===== src/hw/rtl/sdtq_pkg.sv =====
// Shared types, codes and constants for the sorted deadline timer queue.
`default_nettype none

package sdtq_pkg;

  localparam int CAPACITY_DEF = 16;
  localparam int TAG_BITS_DEF = 16;

  localparam int TIME_W = 48;
  localparam int SEC_W  = 12;
  localparam int USEC_W = 24;
  localparam int ID_W   = 16;
  localparam int EV_W   = 3;
  localparam int OP_W   = 2;
  localparam int PROD_W = 32;

  localparam logic [PROD_W-1:0] USEC_PER_SEC = 32'd1000000;
  localparam logic [TIME_W-1:0] TIME_MAX     = {TIME_W{1'b1}};

  // Request operation codes.
  localparam logic [OP_W-1:0] OP_TICK   = 2'd0;
  localparam logic [OP_W-1:0] OP_ADD    = 2'd1;
  localparam logic [OP_W-1:0] OP_REMOVE = 2'd2;
  localparam logic [OP_W-1:0] OP_SPARE  = 2'd3;

  // Result event codes.
  localparam logic [EV_W-1:0] EV_IDLE      = 3'd0;
  localparam logic [EV_W-1:0] EV_ADDED     = 3'd1;
  localparam logic [EV_W-1:0] EV_BAD_DELAY = 3'd2;
  localparam logic [EV_W-1:0] EV_FULL      = 3'd3;
  localparam logic [EV_W-1:0] EV_REMOVED   = 3'd4;
  localparam logic [EV_W-1:0] EV_MARKED    = 3'd5;
  localparam logic [EV_W-1:0] EV_NOT_FOUND = 3'd6;
  localparam logic [EV_W-1:0] EV_EXPIRED   = 3'd7;

  // Scan index moves; the RAM read address follows the new index.
  typedef enum logic [2:0] {
    SEEK_HOLD, SEEK_ZERO, SEEK_TOP, SEEK_INC, SEEK_DEC
  } seek_t;

  // Entry writes.
  typedef enum logic [2:0] {
    WR_NONE, WR_MARK, WR_UP, WR_DOWN, WR_NEW_UP, WR_NEW_ZERO
  } wr_t;

  typedef enum logic [1:0] {
    OCC_HOLD, OCC_INC, OCC_DEC
  } occ_op_t;

  typedef enum logic [1:0] {
    TAGSEL_ZERO, TAGSEL_NEXT, TAGSEL_TARGET, TAGSEL_DATA
  } tagsel_t;

  typedef struct packed {
    logic            load;
    logic            tick_now;
    logic            calc;
    logic            dl_set;
    seek_t           seek;
    wr_t             wr;
    occ_op_t         occ_op;
    logic            tag_inc;
    logic            respond;
    logic [EV_W-1:0] resp_code;
    tagsel_t         tag_sel;
  } cmd_t;

  typedef struct packed {
    logic [OP_W-1:0] op;
    logic            zero_delay;
    logic            full;
    logic            occ_zero;
    logic            idx_zero;
    logic            idx_last;
    logic            head_due;
    logic            data_canc;
    logic            data_later;
    logic            tag_match;
  } sts_t;

endpackage

`default_nettype wire


===== src/hw/rtl/sdtq_ram.sv =====
// Generic single-write, single-read RAM with registered read data.
`default_nettype none

module sdtq_ram #(
  parameter int WIDTH = 8,
  parameter int DEPTH = 16,
  localparam int AW = $clog2(DEPTH)
) (
  input  wire logic             clk,
  input  wire logic             we,
  input  wire logic [AW-1:0]    waddr,
  input  wire logic [WIDTH-1:0] wdata,
  input  wire logic [AW-1:0]    raddr,
  output logic      [WIDTH-1:0] rdata
);

  logic [WIDTH-1:0] mem [DEPTH];
  logic [WIDTH-1:0] rdata_r;

  always_ff @(posedge clk) begin
    if (we) begin
      mem[waddr] <= wdata;
    end
    rdata_r <= mem[raddr];
  end

  assign rdata = rdata_r;

endmodule

`default_nettype wire


===== src/hw/rtl/sdtq_ctrl.sv =====
// Controller state machine of the timer queue.
`default_nettype none

module sdtq_ctrl (
  input  wire logic          clk,
  input  wire logic          rst_n,
  input  wire logic          start,
  output logic               busy,
  input  wire sdtq_pkg::sts_t sts,
  output sdtq_pkg::cmd_t     cmd
);

  typedef enum logic [7:0] {
    S_IDLE    = 8'b0000_0001,
    S_DECODE  = 8'b0000_0010,
    S_SUM     = 8'b0000_0100,
    S_INS     = 8'b0000_1000,
    S_WRNEW   = 8'b0001_0000,
    S_TICKCHK = 8'b0010_0000,
    S_FIND    = 8'b0100_0000,
    S_SHIFT   = 8'b1000_0000
  } state_t;

  state_t state_r, state_nxt;

  always_ff @(posedge clk) begin
    if (!rst_n) begin
      state_r <= S_IDLE;
    end else begin
      state_r <= state_nxt;
    end
  end

  assign busy = (state_r != S_IDLE);

  always_comb begin
    state_nxt     = state_r;
    cmd           = '0;
    cmd.seek      = sdtq_pkg::SEEK_HOLD;
    cmd.wr        = sdtq_pkg::WR_NONE;
    cmd.occ_op    = sdtq_pkg::OCC_HOLD;
    cmd.resp_code = sdtq_pkg::EV_IDLE;
    cmd.tag_sel   = sdtq_pkg::TAGSEL_ZERO;
    case (state_r)
      S_IDLE: begin
        if (start) begin
          cmd.load  = 1'b1;
          state_nxt = S_DECODE;
        end
      end
      S_DECODE: begin
        case (sts.op)
          sdtq_pkg::OP_TICK: begin
            cmd.tick_now = 1'b1;
            if (sts.occ_zero) begin
              cmd.respond = 1'b1;
              state_nxt   = S_IDLE;
            end else begin
              cmd.seek  = sdtq_pkg::SEEK_ZERO;
              state_nxt = S_TICKCHK;
            end
          end
          sdtq_pkg::OP_ADD: begin
            // The zero-delay check takes priority over the full check.
            if (sts.zero_delay) begin
              cmd.respond   = 1'b1;
              cmd.resp_code = sdtq_pkg::EV_BAD_DELAY;
              state_nxt     = S_IDLE;
            end else if (sts.full) begin
              cmd.respond   = 1'b1;
              cmd.resp_code = sdtq_pkg::EV_FULL;
              state_nxt     = S_IDLE;
            end else begin
              cmd.calc  = 1'b1;
              state_nxt = S_SUM;
            end
          end
          sdtq_pkg::OP_REMOVE: begin
            if (sts.occ_zero) begin
              cmd.respond   = 1'b1;
              cmd.resp_code = sdtq_pkg::EV_NOT_FOUND;
              state_nxt     = S_IDLE;
            end else begin
              cmd.seek  = sdtq_pkg::SEEK_ZERO;
              state_nxt = S_FIND;
            end
          end
          default: begin
            cmd.respond = 1'b1;
            state_nxt   = S_IDLE;
          end
        endcase
      end
      S_SUM: begin
        cmd.dl_set = 1'b1;
        if (sts.occ_zero) begin
          state_nxt = S_WRNEW;
        end else begin
          cmd.seek  = sdtq_pkg::SEEK_TOP;
          state_nxt = S_INS;
        end
      end
      S_INS: begin
        // Walk down from the tail, moving every later entry up by one.
        if (sts.data_later) begin
          cmd.wr = sdtq_pkg::WR_UP;
          if (sts.idx_zero) begin
            state_nxt = S_WRNEW;
          end else begin
            cmd.seek = sdtq_pkg::SEEK_DEC;
          end
        end else begin
          cmd.wr        = sdtq_pkg::WR_NEW_UP;
          cmd.occ_op    = sdtq_pkg::OCC_INC;
          cmd.tag_inc   = 1'b1;
          cmd.respond   = 1'b1;
          cmd.resp_code = sdtq_pkg::EV_ADDED;
          cmd.tag_sel   = sdtq_pkg::TAGSEL_NEXT;
          state_nxt     = S_IDLE;
        end
      end
      S_WRNEW: begin
        cmd.wr        = sdtq_pkg::WR_NEW_ZERO;
        cmd.occ_op    = sdtq_pkg::OCC_INC;
        cmd.tag_inc   = 1'b1;
        cmd.respond   = 1'b1;
        cmd.resp_code = sdtq_pkg::EV_ADDED;
        cmd.tag_sel   = sdtq_pkg::TAGSEL_NEXT;
        state_nxt     = S_IDLE;
      end
      S_TICKCHK: begin
        cmd.respond = 1'b1;
        if (sts.head_due) begin
          if (!sts.data_canc) begin
            cmd.resp_code = sdtq_pkg::EV_EXPIRED;
            cmd.tag_sel   = sdtq_pkg::TAGSEL_DATA;
          end
          if (sts.idx_last) begin
            cmd.occ_op = sdtq_pkg::OCC_DEC;
            state_nxt  = S_IDLE;
          end else begin
            cmd.seek  = sdtq_pkg::SEEK_INC;
            state_nxt = S_SHIFT;
          end
        end else begin
          state_nxt = S_IDLE;
        end
      end
      S_FIND: begin
        if (sts.tag_match) begin
          if (sts.idx_zero) begin
            // The armed head is only marked, never taken out.
            cmd.wr        = sdtq_pkg::WR_MARK;
            cmd.respond   = 1'b1;
            cmd.resp_code = sdtq_pkg::EV_MARKED;
            cmd.tag_sel   = sdtq_pkg::TAGSEL_TARGET;
            state_nxt     = S_IDLE;
          end else begin
            cmd.respond   = 1'b1;
            cmd.resp_code = sdtq_pkg::EV_REMOVED;
            cmd.tag_sel   = sdtq_pkg::TAGSEL_TARGET;
            if (sts.idx_last) begin
              cmd.occ_op = sdtq_pkg::OCC_DEC;
              state_nxt  = S_IDLE;
            end else begin
              cmd.seek  = sdtq_pkg::SEEK_INC;
              state_nxt = S_SHIFT;
            end
          end
        end else if (sts.idx_last) begin
          cmd.respond   = 1'b1;
          cmd.resp_code = sdtq_pkg::EV_NOT_FOUND;
          state_nxt     = S_IDLE;
        end else begin
          cmd.seek = sdtq_pkg::SEEK_INC;
        end
      end
      S_SHIFT: begin
        // Close the gap: each later entry moves down by one.
        cmd.wr = sdtq_pkg::WR_DOWN;
        if (sts.idx_last) begin
          cmd.occ_op = sdtq_pkg::OCC_DEC;
          state_nxt  = S_IDLE;
        end else begin
          cmd.seek = sdtq_pkg::SEEK_INC;
        end
      end
      default: begin
        state_nxt = S_IDLE;
      end
    endcase
  end

endmodule

`default_nettype wire


===== src/hw/rtl/sdtq_dpath.sv =====
// Datapath of the timer queue: clock, deadline math, entry RAM and scan index.
`default_nettype none

module sdtq_dpath #(
  parameter int CAPACITY = sdtq_pkg::CAPACITY_DEF,
  parameter int TAG_BITS = sdtq_pkg::TAG_BITS_DEF
) (
  input  wire logic                          clk,
  input  wire logic                          rst_n,
  input  wire logic [sdtq_pkg::OP_W-1:0]     in_op,
  input  wire logic [sdtq_pkg::SEC_W-1:0]    in_delay_sec,
  input  wire logic [sdtq_pkg::USEC_W-1:0]   in_delay_usec,
  input  wire logic [sdtq_pkg::ID_W-1:0]     in_target_id,
  input  wire sdtq_pkg::cmd_t                cmd,
  output sdtq_pkg::sts_t                     sts,
  output logic                               out_strobe,
  output logic [sdtq_pkg::EV_W-1:0]          out_event_res,
  output logic [sdtq_pkg::ID_W-1:0]          out_timer_tag
);

  localparam int IDXW = $clog2(CAPACITY);
  localparam int OCCW = $clog2(CAPACITY + 1);
  localparam int TW   = sdtq_pkg::TIME_W;
  localparam int ENTW = 1 + TAG_BITS + TW;
  localparam int CMPW = (TAG_BITS > sdtq_pkg::ID_W) ? TAG_BITS : sdtq_pkg::ID_W;
  localparam int PW   = sdtq_pkg::PROD_W;

  logic [sdtq_pkg::OP_W-1:0]   op_r;
  logic [sdtq_pkg::SEC_W-1:0]  sec_r;
  logic [sdtq_pkg::USEC_W-1:0] usec_r;
  logic [sdtq_pkg::ID_W-1:0]   target_r;
  logic [TW-1:0]               now_r, now_nxt;
  logic [PW-1:0]               prod_r;
  logic [TW:0]                 part_r;
  logic [TW+1:0]               sum;
  logic [TW-1:0]               dl_r, dl_nxt;
  logic [IDXW-1:0]             idx_r, idx_nxt;
  logic [OCCW-1:0]             occ_r;
  logic [TAG_BITS-1:0]         next_tag_r;
  logic                        strobe_r;
  logic [sdtq_pkg::EV_W-1:0]   event_r;
  logic [sdtq_pkg::ID_W-1:0]   tag_r, tag_nxt;

  logic                        we;
  logic [IDXW-1:0]             waddr;
  logic [ENTW-1:0]             wdata;
  logic [ENTW-1:0]             rdata;
  logic [TW-1:0]               rd_dl;
  logic [TAG_BITS-1:0]         rd_tag;
  logic                        rd_canc;

  assign rd_dl   = rdata[TW-1:0];
  assign rd_tag  = rdata[TW +: TAG_BITS];
  assign rd_canc = rdata[ENTW-1];

  assign now_nxt = (now_r == sdtq_pkg::TIME_MAX) ? now_r : now_r + TW'(1);
  assign sum     = (TW+2)'(part_r) + (TW+2)'(prod_r);
  assign dl_nxt  = (sum > (TW+2)'(sdtq_pkg::TIME_MAX)) ? sdtq_pkg::TIME_MAX : sum[TW-1:0];

  always_comb begin
    case (cmd.seek)
      sdtq_pkg::SEEK_ZERO: idx_nxt = '0;
      sdtq_pkg::SEEK_TOP:  idx_nxt = IDXW'(occ_r - OCCW'(1));
      sdtq_pkg::SEEK_INC:  idx_nxt = idx_r + IDXW'(1);
      sdtq_pkg::SEEK_DEC:  idx_nxt = idx_r - IDXW'(1);
      default:             idx_nxt = idx_r;
    endcase
  end

  always_comb begin
    we    = 1'b1;
    waddr = idx_r;
    wdata = rdata;
    case (cmd.wr)
      sdtq_pkg::WR_MARK: begin
        wdata = {1'b1, rd_tag, rd_dl};
      end
      sdtq_pkg::WR_UP: begin
        waddr = idx_r + IDXW'(1);
      end
      sdtq_pkg::WR_DOWN: begin
        waddr = idx_r - IDXW'(1);
      end
      sdtq_pkg::WR_NEW_UP: begin
        waddr = idx_r + IDXW'(1);
        wdata = {1'b0, next_tag_r, dl_r};
      end
      sdtq_pkg::WR_NEW_ZERO: begin
        waddr = '0;
        wdata = {1'b0, next_tag_r, dl_r};
      end
      default: begin
        we = 1'b0;
      end
    endcase
  end

  always_comb begin
    case (cmd.tag_sel)
      sdtq_pkg::TAGSEL_NEXT:   tag_nxt = sdtq_pkg::ID_W'(next_tag_r);
      sdtq_pkg::TAGSEL_TARGET: tag_nxt = target_r;
      sdtq_pkg::TAGSEL_DATA:   tag_nxt = sdtq_pkg::ID_W'(rd_tag);
      default:                 tag_nxt = '0;
    endcase
  end

  sdtq_ram #(
    .WIDTH(ENTW),
    .DEPTH(CAPACITY)
  ) u_ram (
    .clk  (clk),
    .we   (we),
    .waddr(waddr),
    .wdata(wdata),
    .raddr(idx_nxt),
    .rdata(rdata)
  );

  // Control state.
  always_ff @(posedge clk) begin
    if (!rst_n) begin
      now_r      <= '0;
      occ_r      <= '0;
      next_tag_r <= '0;
      idx_r      <= '0;
      strobe_r   <= 1'b0;
    end else begin
      if (cmd.tick_now) begin
        now_r <= now_nxt;
      end
      case (cmd.occ_op)
        sdtq_pkg::OCC_INC: occ_r <= occ_r + OCCW'(1);
        sdtq_pkg::OCC_DEC: occ_r <= occ_r - OCCW'(1);
        default:           occ_r <= occ_r;
      endcase
      if (cmd.tag_inc) begin
        next_tag_r <= next_tag_r + TAG_BITS'(1);
      end
      idx_r    <= idx_nxt;
      strobe_r <= cmd.respond;
    end
  end

  // Payload registers.
  always_ff @(posedge clk) begin
    if (cmd.load) begin
      op_r     <= in_op;
      sec_r    <= in_delay_sec;
      usec_r   <= in_delay_usec;
      target_r <= in_target_id;
    end
    if (cmd.calc) begin
      prod_r <= PW'(sec_r) * sdtq_pkg::USEC_PER_SEC;
      part_r <= (TW+1)'(now_r) + (TW+1)'(usec_r);
    end
    if (cmd.dl_set) begin
      dl_r <= dl_nxt;
    end
    if (cmd.respond) begin
      event_r <= cmd.resp_code;
      tag_r   <= tag_nxt;
    end
  end

  always_comb begin
    sts.op         = op_r;
    sts.zero_delay = (sec_r == '0) && (usec_r == '0);
    sts.full       = (occ_r == OCCW'(CAPACITY));
    sts.occ_zero   = (occ_r == '0);
    sts.idx_zero   = (idx_r == '0);
    sts.idx_last   = ((OCCW'(idx_r) + OCCW'(1)) == occ_r);
    sts.head_due   = (rd_dl <= now_r);
    sts.data_canc  = rd_canc;
    sts.data_later = (rd_dl > dl_r);
    sts.tag_match  = (CMPW'(rd_tag) == CMPW'(target_r));
  end

  assign out_strobe    = strobe_r;
  assign out_event_res = event_r;
  assign out_timer_tag = tag_r;

endmodule

`default_nettype wire


===== src/hw/rtl/sorted_deadline_timer_queue_unit.sv =====
// Top level of the sorted deadline timer queue: controller, datapath and checks.
//
//   Channel   Ports                                         Handshake
//   request   in_op, in_delay_sec, in_delay_usec,           start && !busy
//             in_target_id
//   result    out_event_res, out_timer_tag                  out_strobe, one cycle
//
// Every request gives one result, strobed in the cycle after the controller picks it.
// Tick: if the head is due it is popped and every remaining entry moves down by one
//   (at most CAPACITY-1) to compact the queue, through the single RAM port pair.
// Add: later-deadline entries move up and the new one is written; rejects skip both.
// Remove: entries are scanned from the head for the tag, then later ones move down.
// Reset is synchronous; only counters and control clear, the entry RAM needs no
// clearing pass. The receiver cannot stall; busy holds off new requests.
`default_nettype none

module sorted_deadline_timer_queue_unit #(
  parameter int CAPACITY = sdtq_pkg::CAPACITY_DEF,
  parameter int TAG_BITS = sdtq_pkg::TAG_BITS_DEF
) (
  input  wire logic                        clk,
  input  wire logic                        rst_n,
  input  wire logic                        start,
  output logic                             busy,
  input  wire logic [sdtq_pkg::OP_W-1:0]   in_op,
  input  wire logic [sdtq_pkg::SEC_W-1:0]  in_delay_sec,
  input  wire logic [sdtq_pkg::USEC_W-1:0] in_delay_usec,
  input  wire logic [sdtq_pkg::ID_W-1:0]   in_target_id,
  output logic                             out_strobe,
  output logic [sdtq_pkg::EV_W-1:0]        out_event_res,
  output logic [sdtq_pkg::ID_W-1:0]        out_timer_tag
);

  sdtq_pkg::cmd_t cmd;
  sdtq_pkg::sts_t sts;

  sdtq_ctrl u_ctrl (
    .clk  (clk),
    .rst_n(rst_n),
    .start(start),
    .busy (busy),
    .sts  (sts),
    .cmd  (cmd)
  );

  sdtq_dpath #(
    .CAPACITY(CAPACITY),
    .TAG_BITS(TAG_BITS)
  ) u_dpath (
    .clk          (clk),
    .rst_n        (rst_n),
    .in_op        (in_op),
    .in_delay_sec (in_delay_sec),
    .in_delay_usec(in_delay_usec),
    .in_target_id (in_target_id),
    .cmd          (cmd),
    .sts          (sts),
    .out_strobe   (out_strobe),
    .out_event_res(out_event_res),
    .out_timer_tag(out_timer_tag)
  );

`ifndef SYNTH
  // A result only follows a cycle in which a request was being worked on.
  a_strobe_after_busy: assert property (@(posedge clk) disable iff (!rst_n)
    out_strobe |-> $past(busy))
    else $error("result strobe without a request in progress");

  // One request never yields two results in a row.
  a_single_result: assert property (@(posedge clk) disable iff (!rst_n)
    out_strobe |=> !out_strobe)
    else $error("back-to-back result strobes");

  // An insertion never happens into a full queue.
  a_no_overfill: assert property (@(posedge clk) disable iff (!rst_n)
    (cmd.occ_op == sdtq_pkg::OCC_INC) |-> !sts.full)
    else $error("entry added to a full queue");

  // Entry writes happen only while a request is in progress.
  a_write_when_busy: assert property (@(posedge clk) disable iff (!rst_n)
    (cmd.wr != sdtq_pkg::WR_NONE) |-> busy)
    else $error("entry RAM written while idle");
`endif

endmodule

`default_nettype wire

===== config.mk =====
export PLATFORM = sky130hd
export DESIGN_NAME = sorted_deadline_timer_queue_unit
export DESIGN_NICKNAME = d
export VERILOG_FILES = /design/src/hw/rtl/sdtq_pkg.sv /design/src/hw/rtl/sdtq_ram.sv /design/src/hw/rtl/sdtq_ctrl.sv /design/src/hw/rtl/sdtq_dpath.sv /design/src/hw/rtl/sorted_deadline_timer_queue_unit.sv
export SDC_FILE = /design/constraint.sdc
export NUM_CORES = 2
export LEC_CHECK = 0
export BUFFER_PORTS_ARGS = -buffer_cell sky130_fd_sc_hd__buf_2
export CELL_PAD_IN_SITES_DETAIL_PLACEMENT = 0
export CELL_PAD_IN_SITES_GLOBAL_PLACEMENT = 1
export CORE_MARGIN = 2
export CORE_UTILIZATION = 55
export DETAILED_ROUTE_END_ITERATION = 8
export GPL_ROUTABILITY_DRIVEN = 0
export HOLD_SLACK_MARGIN = 0.06
export PLACE_DENSITY_LB_ADDON = 0.1
export SLEW_MARGIN = 25
export SYNTH_ARGS = -nofsm -noshare
export SYNTH_HDL_FRONTEND = slang
export SYNTH_HIERARCHICAL = 1
export SYNTH_SLANG_ARGS = --single-unit

===== constraint.sdc =====
create_clock -name clk -period 14.2 [get_ports clk]
set_input_delay 4.26 -clock clk [delete_from_list [all_inputs] [get_ports clk]]
set_output_delay 4.26 -clock clk [all_outputs]
set_load 0.05 [all_outputs]

==> impl_metrics.csv <==
group,metric,value,unit
power_and_ir_drop,switchingPower,0.00198,W
yosys,synth.avg_cell_area,15.9,um^2
power_and_ir_drop,p_clk_share,42.4,%
timing,worst_clock_skew,0.0389,ns
worst_setup_path,worstPathCellList,"inv_1 > ha_1 > nand4_1 > nor4_1 > nand4_1 > nor2_1 > o221ai_1 > and4b_1 > a31o_2 > nand4_1 > a31o_2 > o21ai_1 > nor3_1 > a21oi_1 > a21oi_4 > buf_12 > buf_4 > buf_12 > mux4_2 > a22oi_1 > nand2_1",
yosys,syn-num-nets,4194,
yosys,async_reset_ff_share,0,%
floorplan,ioPinCount,78,
clock_network,cts_buffers,144,
clock_network,cts_resized,0,
worst_setup_path,r2r_slack,6.54,ns
floorplan,dieArea,0.114,mm^2
global_route,use_met2,45.4,%
yosys,yosys.area_share.simple,6.16,%
clock_network,postCtsSetupBuffers,0,
power_and_ir_drop,combPwrFrac,7.6,%
min_path,hold_path_class,"flip-flop to flip-flop",
yosys,synth-xor-area-share,2.15,%
clock_network,cts.reportedPaths.clkPinSlew,0.06,ns
drt,drtIter0Drc,3504,
layout,nets,4313,
outcome,status,"completed",
min_path,hold_depth,2,
global_route,grtUsageMet3,4.11,%
place,hpwl,93.6,mm
floorplan,die_w,338,um
worst_setup_path,r2r_cells,21,
timing,clock.fmax,130,MHz
power_and_ir_drop,pwr-share-seq,50.0,%
worst_setup_path,critPathMaxStageDelay,0.84,ns
yosys,ys_warn_count,6,
layout,fillCellCount,7959,
yosys,synthFlopType,"edfxtp_1",
worst_setup_path,slowest_stage,"nor4_1",
yosys,syn_area,0.0614,mm^2
drt,num_vias,35400,
clock_network,postCtsHoldBufs,0,
clock_network,cts-htree-levels,4,
drt,drc,0,
drt,dr.pass1.iters,6,
worst_setup_path,path_class,"flip-flop to flip-flop",
yosys,synth.area.mux_share,9.95,%
worst_setup_path,critPathRequiredTime,14.84,ns
worst_setup_path,cp.depth,21,
layout,fin_util,61.7,%
worst_setup_path,crit_top_cell,"nand4_1",
power_and_ir_drop,fin_total_pwr,0.00891,W
floorplan,rows,122,
power_and_ir_drop,peakVddDrop,0.116,mV
clock_network,clk_latency,0.78,ns
drt,vias_per_cell,6.34,
layout,layout.cells.non_filler,5578,
timing,post-route-period-util,54.0,%
drt,routed_wl,155,mm
timing,tightest_slew,1.10,ns
timing,max_slew_margin,26.3,%
global_route,busiest_layer,"met2",
worst_setup_path,critPathLaunch,"u_dpath/now_r[42]",
yosys,synth.distinct_cells,87,
timing,rsz0062_at_grt,"false",
clock_network,clock-sinks,1383,
floorplan,start_util,55.5,%
worst_setup_path,cp_max_fo,80,
worst_setup_path,critPathArrivalTime,8.30,ns
yosys,synth_compound_area_share,7.54,%
power_and_ir_drop,power_density,130,mW/mm^2
yosys,synth_top_family_by_area,"multiplexers",
worst_setup_path,crit_path_end,"u_dpath/u_ram/rdata[43]",
worst_setup_path,r2r_start,"u_dpath/now_r[42]",
clock_network,cts_tree,"yes",
yosys,synth_seq_cells,1383,
global_route,grt_pass1_wl,230,mm
power_and_ir_drop,p_int,0.00692,W
global_route,grt_overflow,0,
drt,postRouteAntennaNets,0,
worst_setup_path,r2r-end,"u_dpath/u_ram/rdata[43]",
worst_setup_path,critPathBufInv,4,
global_route,grtUsageTotal,27.5,%
place,io_buffers,77,
layout,multi_input_area,0.0199,mm^2
place,placed_cells,5310,
yosys,synthAdderAreaFrac,6.26,%
worst_setup_path,setup.worst_path.start_class,"flip-flop",
drt,wl_per_cell,27.7,um
power_and_ir_drop,p_leak,23.4,nW
global_route,grt_max_degree,134,
worst_setup_path,crit_family,"simple AND/OR/NAND/NOR gates",
clock_network,root_buffer,"clkbuf_16",
timing,final.setup.tns,0,ns
timing,min_period,7.66,ns
timing,setup_violations,0,
clock_network,clockBufferDepth,3,
floorplan,core,0.111,mm^2
layout,layout-drive-gt1-share,16.9,%
yosys,synth_seq_area_share,65.3,%
yosys,synth_cells,3852,
power_and_ir_drop,swShare,22.3,%
global_route,grt_pass1_vias,35900,
global_route,antenna_found_initial,1,
global_route,grtUsageMet1,37.8,%
job,maxCapViolations,0,
layout,mostFrequentLayoutCell,"edfxtp_1",
layout,antennaDiodeCount,0,
layout,area_delta_synth_final,11.3,%
timing,slew_viol_final,0,
worst_setup_path,end_kind,"flip-flop",
timing,hold_viol_final,0,
yosys,synth_edf_count,1236,
layout,seq_area,0.0401,mm^2
floorplan,fp.dieH,338,um
layout,mostFrequentLayoutCells,"edfxtp_1 (1236), mux4_2 (260), ha_1 (247)",
## power groups by stage
stage | logic (W) | clock network (W) | registers, W
2_1_floorplan | 0.000513 | 0 | 0.00453
3_3_place_gp | 0.000671 | 0 | 0.00454
3_5_place_dp | 0.000675 | 0 | 0.00454
4_1_cts | 0.000683 | 0.00384 | 0.00445
5_1_grt | 0.000769 | 0.00400 | 0.00445
6_report | 0.000674 | 0.00378 | 0.00445
## sequential cells by signal, indices dropped and copies added (netlist names)
signal / cells
u_dpath/out_event_res: 3
u_dpath/idx_r: 4
u_dpath/u_ram/rdata: 65
u_dpath/target_r: 16
u_ctrl/state_r: 8
u_dpath/usec_r: 24
u_dpath/next_tag_r: 16
u_dpath/part_r: 49
u_dpath/u_ram/mem: 1040
u_dpath/prod_r: 26
u_dpath/now_r: 48
u_dpath/occ_r: 5
u_dpath/out_timer_tag: 16
u_dpath/dl_r: 48
u_dpath/op_r: 2
u_dpath/sec_r: 12
u_dpath/out_strobe: 1
## stage by stage
step	hold slack (ns)	worst slack, ns	instance area [um^2]
floorplan	0.477	5.89	61400
global placement	0.497	6.07	63400
detailed placement	0.517	6.21	63400
CTS	0.526	6.15	68200
global route	0.564	5.92	68300
finish	0.535	6.54	68300
## cells by family after synthesis
logic type | after synthesis
fa+ha+maj | 285
xor+xnor | 151
flops | 1383
compound gates | 675
buf+inv | 376
simple gates | 699
mux | 283
## worst min path at each step
stage,start,end,slack (ns)
3_3_place_gp,u_dpath/now_r[30],u_dpath/now_r[30],0.50
5_1_grt,u_dpath/now_r[30],u_dpath/now_r[30],0.56
3_5_place_dp,u_dpath/now_r[30],u_dpath/now_r[30],0.52
6_report,u_dpath/now_r[27],u_dpath/now_r[27],0.53
4_1_cts,u_dpath/now_r[30],u_dpath/now_r[30],0.53
2_1_floorplan,u_dpath/now_r[30],u_dpath/now_r[30],0.48
## tightest hold or removal path, delay by kind of cell (launching register included)
family,cells,cell delay [ns]
simple gates,1,0.07
compound gates,1,0.06
flops,1,0.35
## layer usage
metal | share of wire [%] | up-vias
li1 | - | 15400
met1 | 41 | 18300
met2 | 49 | 1410
met5 | 0.0084 | -
met3 | 6.9 | 267
met4 | 2.8 | 2
## cells in the mapped netlist, types with 80 or more instances
master	n	share of area [%]
o21ai_0	123	1.0
edfxtp_1	1236	60
inv_1	207	1.3
ha_1	248	5.1
mux4_2	260	9.5
dfxtp_1	147	4.8
nand2_1	189	1.2
a22oi_1	133	1.6
a22o_1	80	1.1
clkbuf_1	100	0.61
nor2_1	90	0.55
a21oi_1	112	0.91
xnor2_1	121	1.7
## layout make-up
| class | instances | share of cell area (%) |
|---|---|---|
| well taps | 1488 | 2.73 |
| flip-flops and latches | 1383 | 58.6 |
| inverters | 207 | 1.14 |
| repair buffers | 142 | 1.40 |
| clock inverters | 76 | 1.16 |
| multi-input cells | 2093 | 29.1 |
| clock buffers | 189 | 5.82 |
Note: power is estimated with default switching activity, not from simulation.
